`src/rtl/stwsc_pkg.sv`:
```
// Shared types and constants of the session table with skew check.
// Depends on nothing; every other file of the block but assert_macros.svh imports it.
package stwsc_pkg;

   localparam int ENTRIES  = 32;
   localparam int IDX_W    = (ENTRIES > 1) ? $clog2(ENTRIES) : 1;
   localparam int CNT_W    = $clog2(ENTRIES + 1);
   localparam int WORD_W   = 32;
   localparam int SLOT_W   = 5;
   localparam int STATUS_W = 3;

   typedef logic [WORD_W-1:0] word_type;
   typedef logic [IDX_W-1:0]  idx_type;

   typedef enum logic [STATUS_W-1:0] {
      ST_OK      = 3'd0,
      ST_NO_NICK = 3'd1,
      ST_NO_HOST = 3'd2,
      ST_SKEW    = 3'd3,
      ST_CHECK   = 3'd4
   } status_type;

   typedef enum logic [2:0] {
      S_IDLE,
      S_SCAN,
      S_DIFF,
      S_ABS,
      S_SKEW,
      S_CHECK,
      S_FINISH
   } state_type;

   // One row of the session table.
   typedef struct packed {
      word_type nickname;
      word_type window;
      word_type last_seen;
   } row_type;

   // Write command into the session table.
   typedef struct packed {
      logic    en;
      idx_type addr;
      row_type row;
   } wr_type;

   // Result of the shared subtractor.
   typedef struct packed {
      word_type diff;
      logic     borrow;
      logic     zero;
   } alu_res_type;

   // Latched request fields.
   typedef struct packed {
      logic     mode;
      word_type lookup_nickname;
      logic     host_known;
      word_type fresh_nickname;
      word_type skew_window;
      word_type stamp;
      word_type stamp_check;
      word_type now_seconds;
   } req_type;

   // Finished response handed to the output register.
   typedef struct packed {
      logic              fire;
      status_type        status;
      logic [SLOT_W-1:0] slot;
      word_type          nickname;
   } rsp_type;

endpackage

```
`src/rtl/stwsc_alu.sv`:
```
// Shared 32-bit subtractor used for the scan compares and the differences of the block.
// Depends on stwsc_pkg.
module stwsc_alu (
   input  stwsc_pkg::word_type    op_a,
   input  stwsc_pkg::word_type    op_b,
   output stwsc_pkg::alu_res_type res
);
   import stwsc_pkg::*;

   logic [WORD_W:0] sub;

   // One subtraction gives the difference, the borrow (a below b) and equality.
   always_comb begin
      sub        = {1'b0, op_a} - {1'b0, op_b};
      res.diff   = sub[WORD_W-1:0];
      res.borrow = sub[WORD_W];
      res.zero   = (sub[WORD_W-1:0] == '0);
   end

endmodule

```
`src/rtl/stwsc_store.sv`:
```
// Session table memory: one registered read port, one write port, per-entry valid bits.
// Depends on stwsc_pkg.
module stwsc_store (
   input  logic                 clock,
   input  logic                 reset,
   input  stwsc_pkg::idx_type   rd_addr,
   output stwsc_pkg::row_type   rd_row,
   input  stwsc_pkg::wr_type    wr
);
   import stwsc_pkg::*;

   row_type              mem_ff [ENTRIES];
   logic [ENTRIES-1:0]   valid_ff;
   row_type              rd_row_ff;
   logic                 rd_valid_ff;

   // Memory write and registered read.
   always_ff @(posedge clock) begin
      if (wr.en) begin
         mem_ff[wr.addr] <= wr.row;
      end
      rd_row_ff <= mem_ff[rd_addr];
   end

   // Valid bits: an entry never written reads as all zero.
   always_ff @(posedge clock) begin
      if (reset) begin
         valid_ff    <= '0;
         rd_valid_ff <= 1'b0;
      end else begin
         if (wr.en) begin
            valid_ff[wr.addr] <= 1'b1;
         end
         rd_valid_ff <= valid_ff[rd_addr];
      end
   end

   assign rd_row = rd_valid_ff ? rd_row_ff : '0;

endmodule

```
`src/rtl/stwsc_ctrl.sv`:
```
// Sequencer of the session table: table scan, skew and check word tests, write back.
// Depends on stwsc_pkg; drives the shared subtractor and the table memory.
module stwsc_ctrl (
   input  logic                   clock,
   input  logic                   reset,
   input  logic                   req_valid,
   input  stwsc_pkg::req_type     req_in,
   output logic                   req_ready,
   input  logic                   out_free,
   output stwsc_pkg::idx_type     rd_addr,
   input  stwsc_pkg::row_type     rd_row,
   output stwsc_pkg::word_type    alu_a,
   output stwsc_pkg::word_type    alu_b,
   input  stwsc_pkg::alu_res_type alu_res,
   output stwsc_pkg::wr_type      wr,
   output stwsc_pkg::rsp_type     rsp
);
   import stwsc_pkg::*;

   localparam idx_type LAST_IDX = IDX_W'(ENTRIES - 1);

   state_type          state_ff, state_in;
   req_type            req_ff, req_in_d;
   logic [CNT_W-1:0]   rd_cnt_ff, rd_cnt_in;
   logic               cmp_vld_ff, cmp_vld_in;
   idx_type            cmp_idx_ff, cmp_idx_in;
   idx_type            best_ff, best_in;
   word_type           min_ff, min_in;
   idx_type            slot_ff, slot_in;
   word_type           nick_ff, nick_in;
   word_type           window_ff, window_in;
   word_type           ls_ff, ls_in;
   word_type           diff_ff, diff_in;
   logic               neg_ff, neg_in;
   status_type         status_ff, status_in;

   logic               hit_lookup;
   logic               free_slot;
   logic               new_min;
   logic               last_cmp;
   logic               scan_done;
   logic               ok;
   idx_type            chosen;

   // Per-entry decisions of the scan, from the registered read data.
   always_comb begin
      hit_lookup = cmp_vld_ff && !req_ff.mode && (rd_row.nickname != '0) && alu_res.zero;
      free_slot  = cmp_vld_ff && req_ff.mode && (rd_row.nickname == '0);
      new_min    = cmp_vld_ff && req_ff.mode && ((cmp_idx_ff == '0) || alu_res.borrow);
      last_cmp   = cmp_vld_ff && (cmp_idx_ff == LAST_IDX);
      scan_done  = hit_lookup || free_slot || last_cmp;
      chosen     = (free_slot || new_min) ? cmp_idx_ff : best_ff;
      ok         = (status_ff == ST_OK);
   end

   // Next state.
   always_comb begin
      state_in = state_ff;
      case (state_ff)
         S_IDLE: begin
            if (req_valid) begin
               state_in = S_SCAN;
            end
         end
         S_SCAN: begin
            if (scan_done) begin
               if (req_ff.mode) begin
                  state_in = req_ff.host_known ? S_DIFF : S_FINISH;
               end else begin
                  state_in = hit_lookup ? S_DIFF : S_FINISH;
               end
            end
         end
         S_DIFF:  state_in = S_ABS;
         S_ABS:   state_in = S_SKEW;
         S_SKEW: begin
            state_in = alu_res.borrow ? S_FINISH : S_CHECK;
         end
         S_CHECK: state_in = S_FINISH;
         S_FINISH: begin
            if (out_free) begin
               state_in = S_IDLE;
            end
         end
         default: state_in = S_IDLE;
      endcase
   end

   // Datapath control: operand selection, register updates, memory and response.
   always_comb begin
      req_ready  = (state_ff == S_IDLE);
      req_in_d   = req_ff;
      rd_cnt_in  = rd_cnt_ff;
      cmp_vld_in = 1'b0;
      cmp_idx_in = cmp_idx_ff;
      best_in    = best_ff;
      min_in     = min_ff;
      slot_in    = slot_ff;
      nick_in    = nick_ff;
      window_in  = window_ff;
      ls_in      = ls_ff;
      diff_in    = diff_ff;
      neg_in     = neg_ff;
      status_in  = status_ff;
      rd_addr    = rd_cnt_ff[IDX_W-1:0];
      alu_a      = '0;
      alu_b      = '0;
      wr         = '0;
      rsp        = '0;

      case (state_ff)
         S_IDLE: begin
            if (req_valid) begin
               req_in_d  = req_in;
               rd_cnt_in = '0;
            end
         end
         S_SCAN: begin
            // Compare either nicknames or the last-seen time against the running minimum.
            if (req_ff.mode) begin
               alu_a = rd_row.last_seen;
               alu_b = min_ff;
            end else begin
               alu_a = rd_row.nickname;
               alu_b = req_ff.lookup_nickname;
            end
            // Issue the next read while the previous entry is compared.
            if (rd_cnt_ff < CNT_W'(ENTRIES)) begin
               rd_cnt_in  = rd_cnt_ff + 1'b1;
               cmp_vld_in = !scan_done;
               cmp_idx_in = rd_cnt_ff[IDX_W-1:0];
            end
            if (new_min) begin
               best_in = cmp_idx_ff;
               min_in  = rd_row.last_seen;
            end
            if (scan_done) begin
               if (!req_ff.mode) begin
                  if (hit_lookup) begin
                     slot_in   = cmp_idx_ff;
                     nick_in   = rd_row.nickname;
                     window_in = rd_row.window;
                     ls_in     = rd_row.last_seen;
                     status_in = ST_OK;
                  end else begin
                     slot_in   = '0;
                     status_in = ST_NO_NICK;
                  end
               end else begin
                  // The chosen entry is cleared before it is reused.
                  slot_in = chosen;
                  ls_in   = '0;
                  if (req_ff.host_known) begin
                     nick_in   = req_ff.fresh_nickname;
                     window_in = req_ff.skew_window;
                     status_in = ST_OK;
                  end else begin
                     nick_in   = '0;
                     window_in = '0;
                     status_in = ST_NO_HOST;
                  end
               end
            end
         end
         S_DIFF: begin
            alu_a   = req_ff.now_seconds;
            alu_b   = req_ff.stamp;
            diff_in = alu_res.diff;
            neg_in  = alu_res.borrow;
         end
         S_ABS: begin
            // Negate the difference when the stamp lies ahead of now.
            alu_a = '0;
            alu_b = diff_ff;
            if (neg_ff) begin
               diff_in = alu_res.diff;
            end
         end
         S_SKEW: begin
            alu_a = window_ff;
            alu_b = diff_ff;
            if (alu_res.borrow) begin
               status_in = ST_SKEW;
            end
         end
         S_CHECK: begin
            // The check word must be the stamp minus one.
            alu_a = req_ff.stamp;
            alu_b = req_ff.stamp_check;
            if (alu_res.diff != word_type'(1)) begin
               status_in = ST_CHECK;
            end
         end
         S_FINISH: begin
            if (out_free) begin
               wr.en               = (status_ff != ST_NO_NICK);
               wr.addr             = slot_ff;
               wr.row.nickname     = ok ? nick_ff : '0;
               wr.row.window       = window_ff;
               wr.row.last_seen    = ok ? req_ff.now_seconds : ls_ff;
               rsp.fire            = 1'b1;
               rsp.status          = status_ff;
               rsp.slot            = SLOT_W'(slot_ff);
               rsp.nickname        = ok ? nick_ff : '0;
            end
         end
         default: begin
         end
      endcase
   end

   // Control registers.
   always_ff @(posedge clock) begin
      if (reset) begin
         state_ff   <= S_IDLE;
         cmp_vld_ff <= 1'b0;
         rd_cnt_ff  <= '0;
      end else begin
         state_ff   <= state_in;
         cmp_vld_ff <= cmp_vld_in;
         rd_cnt_ff  <= rd_cnt_in;
      end
   end

   // Payload registers.
   always_ff @(posedge clock) begin
      req_ff     <= req_in_d;
      cmp_idx_ff <= cmp_idx_in;
      best_ff    <= best_in;
      min_ff     <= min_in;
      slot_ff    <= slot_in;
      nick_ff    <= nick_in;
      window_ff  <= window_in;
      ls_ff      <= ls_in;
      diff_ff    <= diff_in;
      neg_ff     <= neg_in;
      status_ff  <= status_in;
   end

endmodule

```
`src/rtl/session_table_with_skew_check.sv`:
```
// Session table of ENTRIES entries (32) with a clock-skew and check word test. A request
// either looks up a session by nickname or creates one in the first free entry, evicting
// the least recently seen entry when none is free. The table sits in a memory read one
// entry per clock. A request runs through a scan of the table, up to four steps of the
// shared subtractor for the skew and check word tests, write back and an idle state in
// which the next request is taken. The fastest request is a new session for an unknown
// host that finds the first entry free. Write back waits while the output register still
// holds a response that has not been taken. The response waits in an output register, so
// the next request can be taken while the previous response is still pending. No clearing
// pass follows reset.
// Depends on stwsc_pkg, stwsc_alu, stwsc_store and stwsc_ctrl.
module session_table_with_skew_check (
   input  logic                                 clock,
   input  logic                                 reset,
   input  logic                                 req_valid,
   output logic                                 req_ready,
   input  logic                                 req_mode,
   input  stwsc_pkg::word_type                  req_lookup_nickname,
   input  logic                                 req_host_known,
   input  stwsc_pkg::word_type                  req_fresh_nickname,
   input  stwsc_pkg::word_type                  req_skew_window,
   input  stwsc_pkg::word_type                  req_stamp,
   input  stwsc_pkg::word_type                  req_stamp_check,
   input  stwsc_pkg::word_type                  req_now_seconds,
   output logic                                 rsp_valid,
   input  logic                                 rsp_ready,
   output logic [stwsc_pkg::STATUS_W-1:0]       rsp_status,
   output logic [stwsc_pkg::SLOT_W-1:0]         rsp_slot,
   output stwsc_pkg::word_type                  rsp_session_nickname
);
   import stwsc_pkg::*;

   req_type      req_bus;
   idx_type      rd_addr;
   row_type      rd_row;
   word_type     alu_a;
   word_type     alu_b;
   alu_res_type  alu_res;
   wr_type       wr;
   rsp_type      rsp;
   logic         out_free;

   logic                 rsp_valid_ff;
   status_type           rsp_status_ff;
   logic [SLOT_W-1:0]    rsp_slot_ff;
   word_type             rsp_nick_ff;

   // Gather the request ports.
   always_comb begin
      req_bus.mode            = req_mode;
      req_bus.lookup_nickname = req_lookup_nickname;
      req_bus.host_known      = req_host_known;
      req_bus.fresh_nickname  = req_fresh_nickname;
      req_bus.skew_window     = req_skew_window;
      req_bus.stamp           = req_stamp;
      req_bus.stamp_check     = req_stamp_check;
      req_bus.now_seconds     = req_now_seconds;
   end

   stwsc_alu u_alu (
      .op_a (alu_a),
      .op_b (alu_b),
      .res  (alu_res)
   );

   stwsc_store u_store (
      .clock   (clock),
      .reset   (reset),
      .rd_addr (rd_addr),
      .rd_row  (rd_row),
      .wr      (wr)
   );

   stwsc_ctrl u_ctrl (
      .clock     (clock),
      .reset     (reset),
      .req_valid (req_valid),
      .req_in    (req_bus),
      .req_ready (req_ready),
      .out_free  (out_free),
      .rd_addr   (rd_addr),
      .rd_row    (rd_row),
      .alu_a     (alu_a),
      .alu_b     (alu_b),
      .alu_res   (alu_res),
      .wr        (wr),
      .rsp       (rsp)
   );

   // The output register can take a response when empty or being emptied.
   assign out_free = !rsp_valid_ff || rsp_ready;

   always_ff @(posedge clock) begin
      if (reset) begin
         rsp_valid_ff <= 1'b0;
      end else if (rsp.fire) begin
         rsp_valid_ff <= 1'b1;
      end else if (rsp_ready) begin
         rsp_valid_ff <= 1'b0;
      end
   end

   always_ff @(posedge clock) begin
      if (rsp.fire) begin
         rsp_status_ff <= rsp.status;
         rsp_slot_ff   <= rsp.slot;
         rsp_nick_ff   <= rsp.nickname;
      end
   end

   assign rsp_valid            = rsp_valid_ff;
   assign rsp_status           = rsp_status_ff;
   assign rsp_slot             = rsp_slot_ff;
   assign rsp_session_nickname = rsp_nick_ff;

endmodule

```
`config.mk`:
```
export PLATFORM = sky130hd
export DESIGN_NAME = session_table_with_skew_check
export DESIGN_NICKNAME = d
export VERILOG_FILES = /design/src/rtl/stwsc_pkg.sv /design/src/rtl/stwsc_alu.sv /design/src/rtl/stwsc_store.sv /design/src/rtl/stwsc_ctrl.sv /design/src/rtl/session_table_with_skew_check.sv
export SDC_FILE = /design/constraint.sdc
export NUM_CORES = 2
export LEC_CHECK = 0
export BUFFER_PORTS_ARGS = -buffer_cell sky130_fd_sc_hd__buf_2
export CELL_PAD_IN_SITES_DETAIL_PLACEMENT = 0
export CELL_PAD_IN_SITES_GLOBAL_PLACEMENT = 1
export CORE_ASPECT_RATIO = 0.5
export CORE_UTILIZATION = 56
export DETAILED_ROUTE_END_ITERATION = 6
export PLACE_DENSITY = 0.77
export SYNTH_ARGS = -nofsm -noshare
export SYNTH_HDL_FRONTEND = slang
export SYNTH_SLANG_ARGS = --single-unit
```
`constraint.sdc`:
```
create_clock -name clock -period 11.3 [get_ports clock]
set_clock_uncertainty 0.1 [all_clocks]
set_input_delay 0.565 -clock clock [delete_from_list [all_inputs] [get_ports clock]]
set_output_delay 0.565 -clock clock [all_outputs]
set_load 0.02 [all_outputs]
```
==> flow_summary.toml <==
[run_status]
status = "complete, no violations"

[logic_synthesis]
synth_seq_cells = 3625
synth.net_count = 6374
ys_seq_area_share_pct = 77.5
synth_cell_type_count = 69
synthArstFlopShare_pct = 0
yosysWarnings = 0
ys.flop_type = "edfxtp_1"
postSynthCellCount = 6142
avgSynthCellArea_um2 = 22.6
synth-edff-count = 3485
syn_area_mm2 = 0.139

[min_path]
hp-class = "input pin to flop"

[grt]
grt_pass1_vias = 69700
overflow = 0
grt_pass1_wl_um = 532000
grt_max_degree = 132
track_usage_pct = 30.5
antenna_found_initial = 32

[drt]
drt_iter0_drc = 11000
firstDrtPassIters = 6
vias = 70100
routed_via_density = 6.85
ant_nets = 0
drc = 0
post_drt_wl_per_cell_um = 37.2
routed_wl_um = 380000

[setup_path]
worstSetupEndpointType = "flop"
cp_max_fo = 38
worstPathRequired_ns = 11.69
worstSetupStartpointType = "flop"
arrival_ns = 7.27
worstSetupPathType = "flop to flop"

[cts]
h-tree-depth = 5
cts_setup_buffers = 0
tritoncts = "done"
cts_buffers = 309
insertion_delay_ns = 0.90
clk_pin_slew_worst_paths_ns = 0.07
clock_path_buffers = 4
clock_sinks = 3625
clock-root-buffer = "clkbuf_16"

[die]
start_util_pct = 56.7
io_pins = 240
num_rows = 128
core_area_mm2 = 0.245
die_h_um = 354
dieArea_mm2 = 0.250
die_x_um = 706

[timing]
rsz0062_at_grt = "no"
worstMarginPinSlew_ns = 1.43
finalSetupViolCount = 0
drv_slew = 0
period_share_pct = 60.8
setup_slack_ns = 4.43
fin_crit_ns = 6.87
hold_violations = 0
slew_headroom_pct = 4.96
tns_ns = 0
fmax_ghz = 0.146

[final_layout]
nets = 6952
drive_gt1_share_pct = 28.5
syn_to_final_growth_pct = 12.7
n_fill_cell = 15700
fin_cells = 10200

[placed_design]
dp_cells = 9465
gp_routability_congestion = 0.864
hpwlAfterDp_um = 204000
post-place-ws_ns = 4.45
port_buffers = 239

[pwr]
p_leak_uw = 0.0463
cellPowerDensity_mw_per_mm2 = 173
ir_drop_uv = 130
p_total_uw = 27000

[run]
cap_violations = 0
==> Yosys cell counts (all sizes together), types with 68 or more instances <==
master / n / area (um^2)
a21oi: 104 / 521
a22o: 70 / 613
and2: 109 / 682
and3: 68 / 425
clkbuf: 279 / 1050
dfxtp: 140 / 2800
edfxtp: 3485 / 105000
mux2: 97 / 1090
mux2i: 97 / 971
mux4: 970 / 21800
nand2: 158 / 593
nor2: 134 / 503
==> report_power, final <==
| part | leakage (uW) | switching [uW] | total (uW) | internal [uW] |
|---|---|---|---|---|
| Sequential | 0.0307 | 228 | 14900 | 14700 |
| Clock | 0.00476 | 4740 | 10400 | 5710 |
| Combinational | 0.0108 | 902 | 1650 | 751 |
| Total | 0.0463 | 5870 | 27000 | 21200 |
==> through the flow <==
stage	utilization [%]	hold WS (ns)	cell area (um^2)
3_5_place_dp	59.1	0.358	145000
2_1_floorplan	-	0.306	139000
3_3_place_gp	59.1	0.343	145000
6_report	63.8	0.101	156000
5_1_grt	63.8	0.0685	156000
4_1_cts	63.8	0.0520	156000
==> logic make-up (layout without fill, tap and decap cells) <==
kind of cell             after synthesis  count (layout)  synth area share (%)
flip-flops                          3625            3625                  77.5
multiplexers                        1164            1164                  17.2
AND/OR/NAND/NOR                      562             562                  2.01
AO/OA/AOI/OAI                        376             376                  1.86
buffers and inverters                354            1173                 0.960
adder cells (fa/ha/maj)               34              34                 0.312
XOR/XNOR                              27              27                 0.170
other                                  0              13                     0
==> final timing paths <==
path,endpoint,cells past startpoint,start,slack [ns]
max reg2reg,u_ctrl.window_ff[19]$_DFFE_PP_,19,u_ctrl.state_ff[2]$_SDFFE_PP0P_,4.43
min reg2reg,u_store.valid_ff[29]$_SDFFE_PP0P_,2,u_store.valid_ff[29]$_SDFFE_PP0P_,0.37
min,rsp_valid$_SDFFE_PP0P_,3,rsp_ready,0.10
max,u_ctrl.window_ff[19]$_DFFE_PP_,19,u_ctrl.state_ff[2]$_SDFFE_PP0P_,4.43
==> per-layer routing <==
metal	GRT usage, %	wire length, um
met1	44.6	147000
met2	46.9	178000
met3	5.72	40800
met4	11.0	15100
met5	0	99
==> placed cells by master (no fill, tap or decap), types with 8 or more instances in the layout <==
master         Yosys  final
or3_1              8      8
nand4_1           14     14
a22oi_1           32     32
o221ai_1          33     33
xnor2_1           11     11
nor3_1            18     16
buf_2              2    239
nor4_1            13     13
a21oi_1          104     90
bufinv_16          0     12
nand3_1           11     11
and2_1           109    107
buf_4              0    152
diode_2            0     13
clkinv_1           0     43
dlygate4sd3_1      0    194
a22o_1            70     70
clkbuf_1         279     82
clkinv_2           0     43
edfxtp_1        3485   3485
mux2i_1           97     97
mux4_2           970    970
clkbuf_16          0    320
a21o_1            10     10
nand2_1          158    156
ha_1              33     33
o21ai_0           61     61
mux2_2            97     97
buf_12             0     18
dfxtp_1          140    134
xor2_1            16     16
a21oi_2            0     12
nor2_1           134    100
and3_1            68     68
nor2_4             0     34
clkbuf_8           0     32
inv_1             18     17
==> critical path, stage by stage (launching register included) <==
cell	delay, ns
dfxtp_1	0.68
nand2_2	0.07
buf_4	0.32
o21ai_4	0.18
buf_4	0.42
a221o_1	0.23
ha_1	0.30
inv_1	0.11
fa_1	0.48
a211oi_2	0.30
o21a_2	0.20
xnor2_1	0.09
or4_1	0.57
or4b_1	0.51
nor4_2	0.16
and4_1	0.30
nand4b_2	0.26
a2bb2oi_1	0.24
nor2_4	0.25
buf_4	0.66
==> sequential cells by signal, indices dropped and copies added (netlist names), 6 cells and up <==
signal / cells
u_ctrl.diff_ff: 32
u_ctrl.min_ff: 32
u_store.valid_ff: 32
rsp_session_nickname: 32
u_ctrl.rd_cnt_ff: 6
u_store.mem_ff: 3072
u_ctrl.ls_ff: 32
u_ctrl.window_ff: 32
u_ctrl.req_ff: 194
u_ctrl.nick_ff: 32
u_store.rd_row_ff: 96
==> what timing repair did <==
action | CTS | global route
hold buffers | 194 | 0
resized for setup | 0 | 0
hold endpoints to repair | 194 | 0
==> cell type report <==
class                   count  area [um^2]  share of cell area (%)
diodes                     13         32.5                  0.0208
clock buffers             435         8760                    5.60
clock inverters           117          937                   0.600
inverters                  18         72.6                  0.0464
multi-input cells        2163        30300                    19.4
flip-flops and latches   3625       107000                    68.8
well taps                3250         4070                    2.60
repair buffers            603         4640                    2.97
No activity file was read; power rests on OpenSTA's default activity.
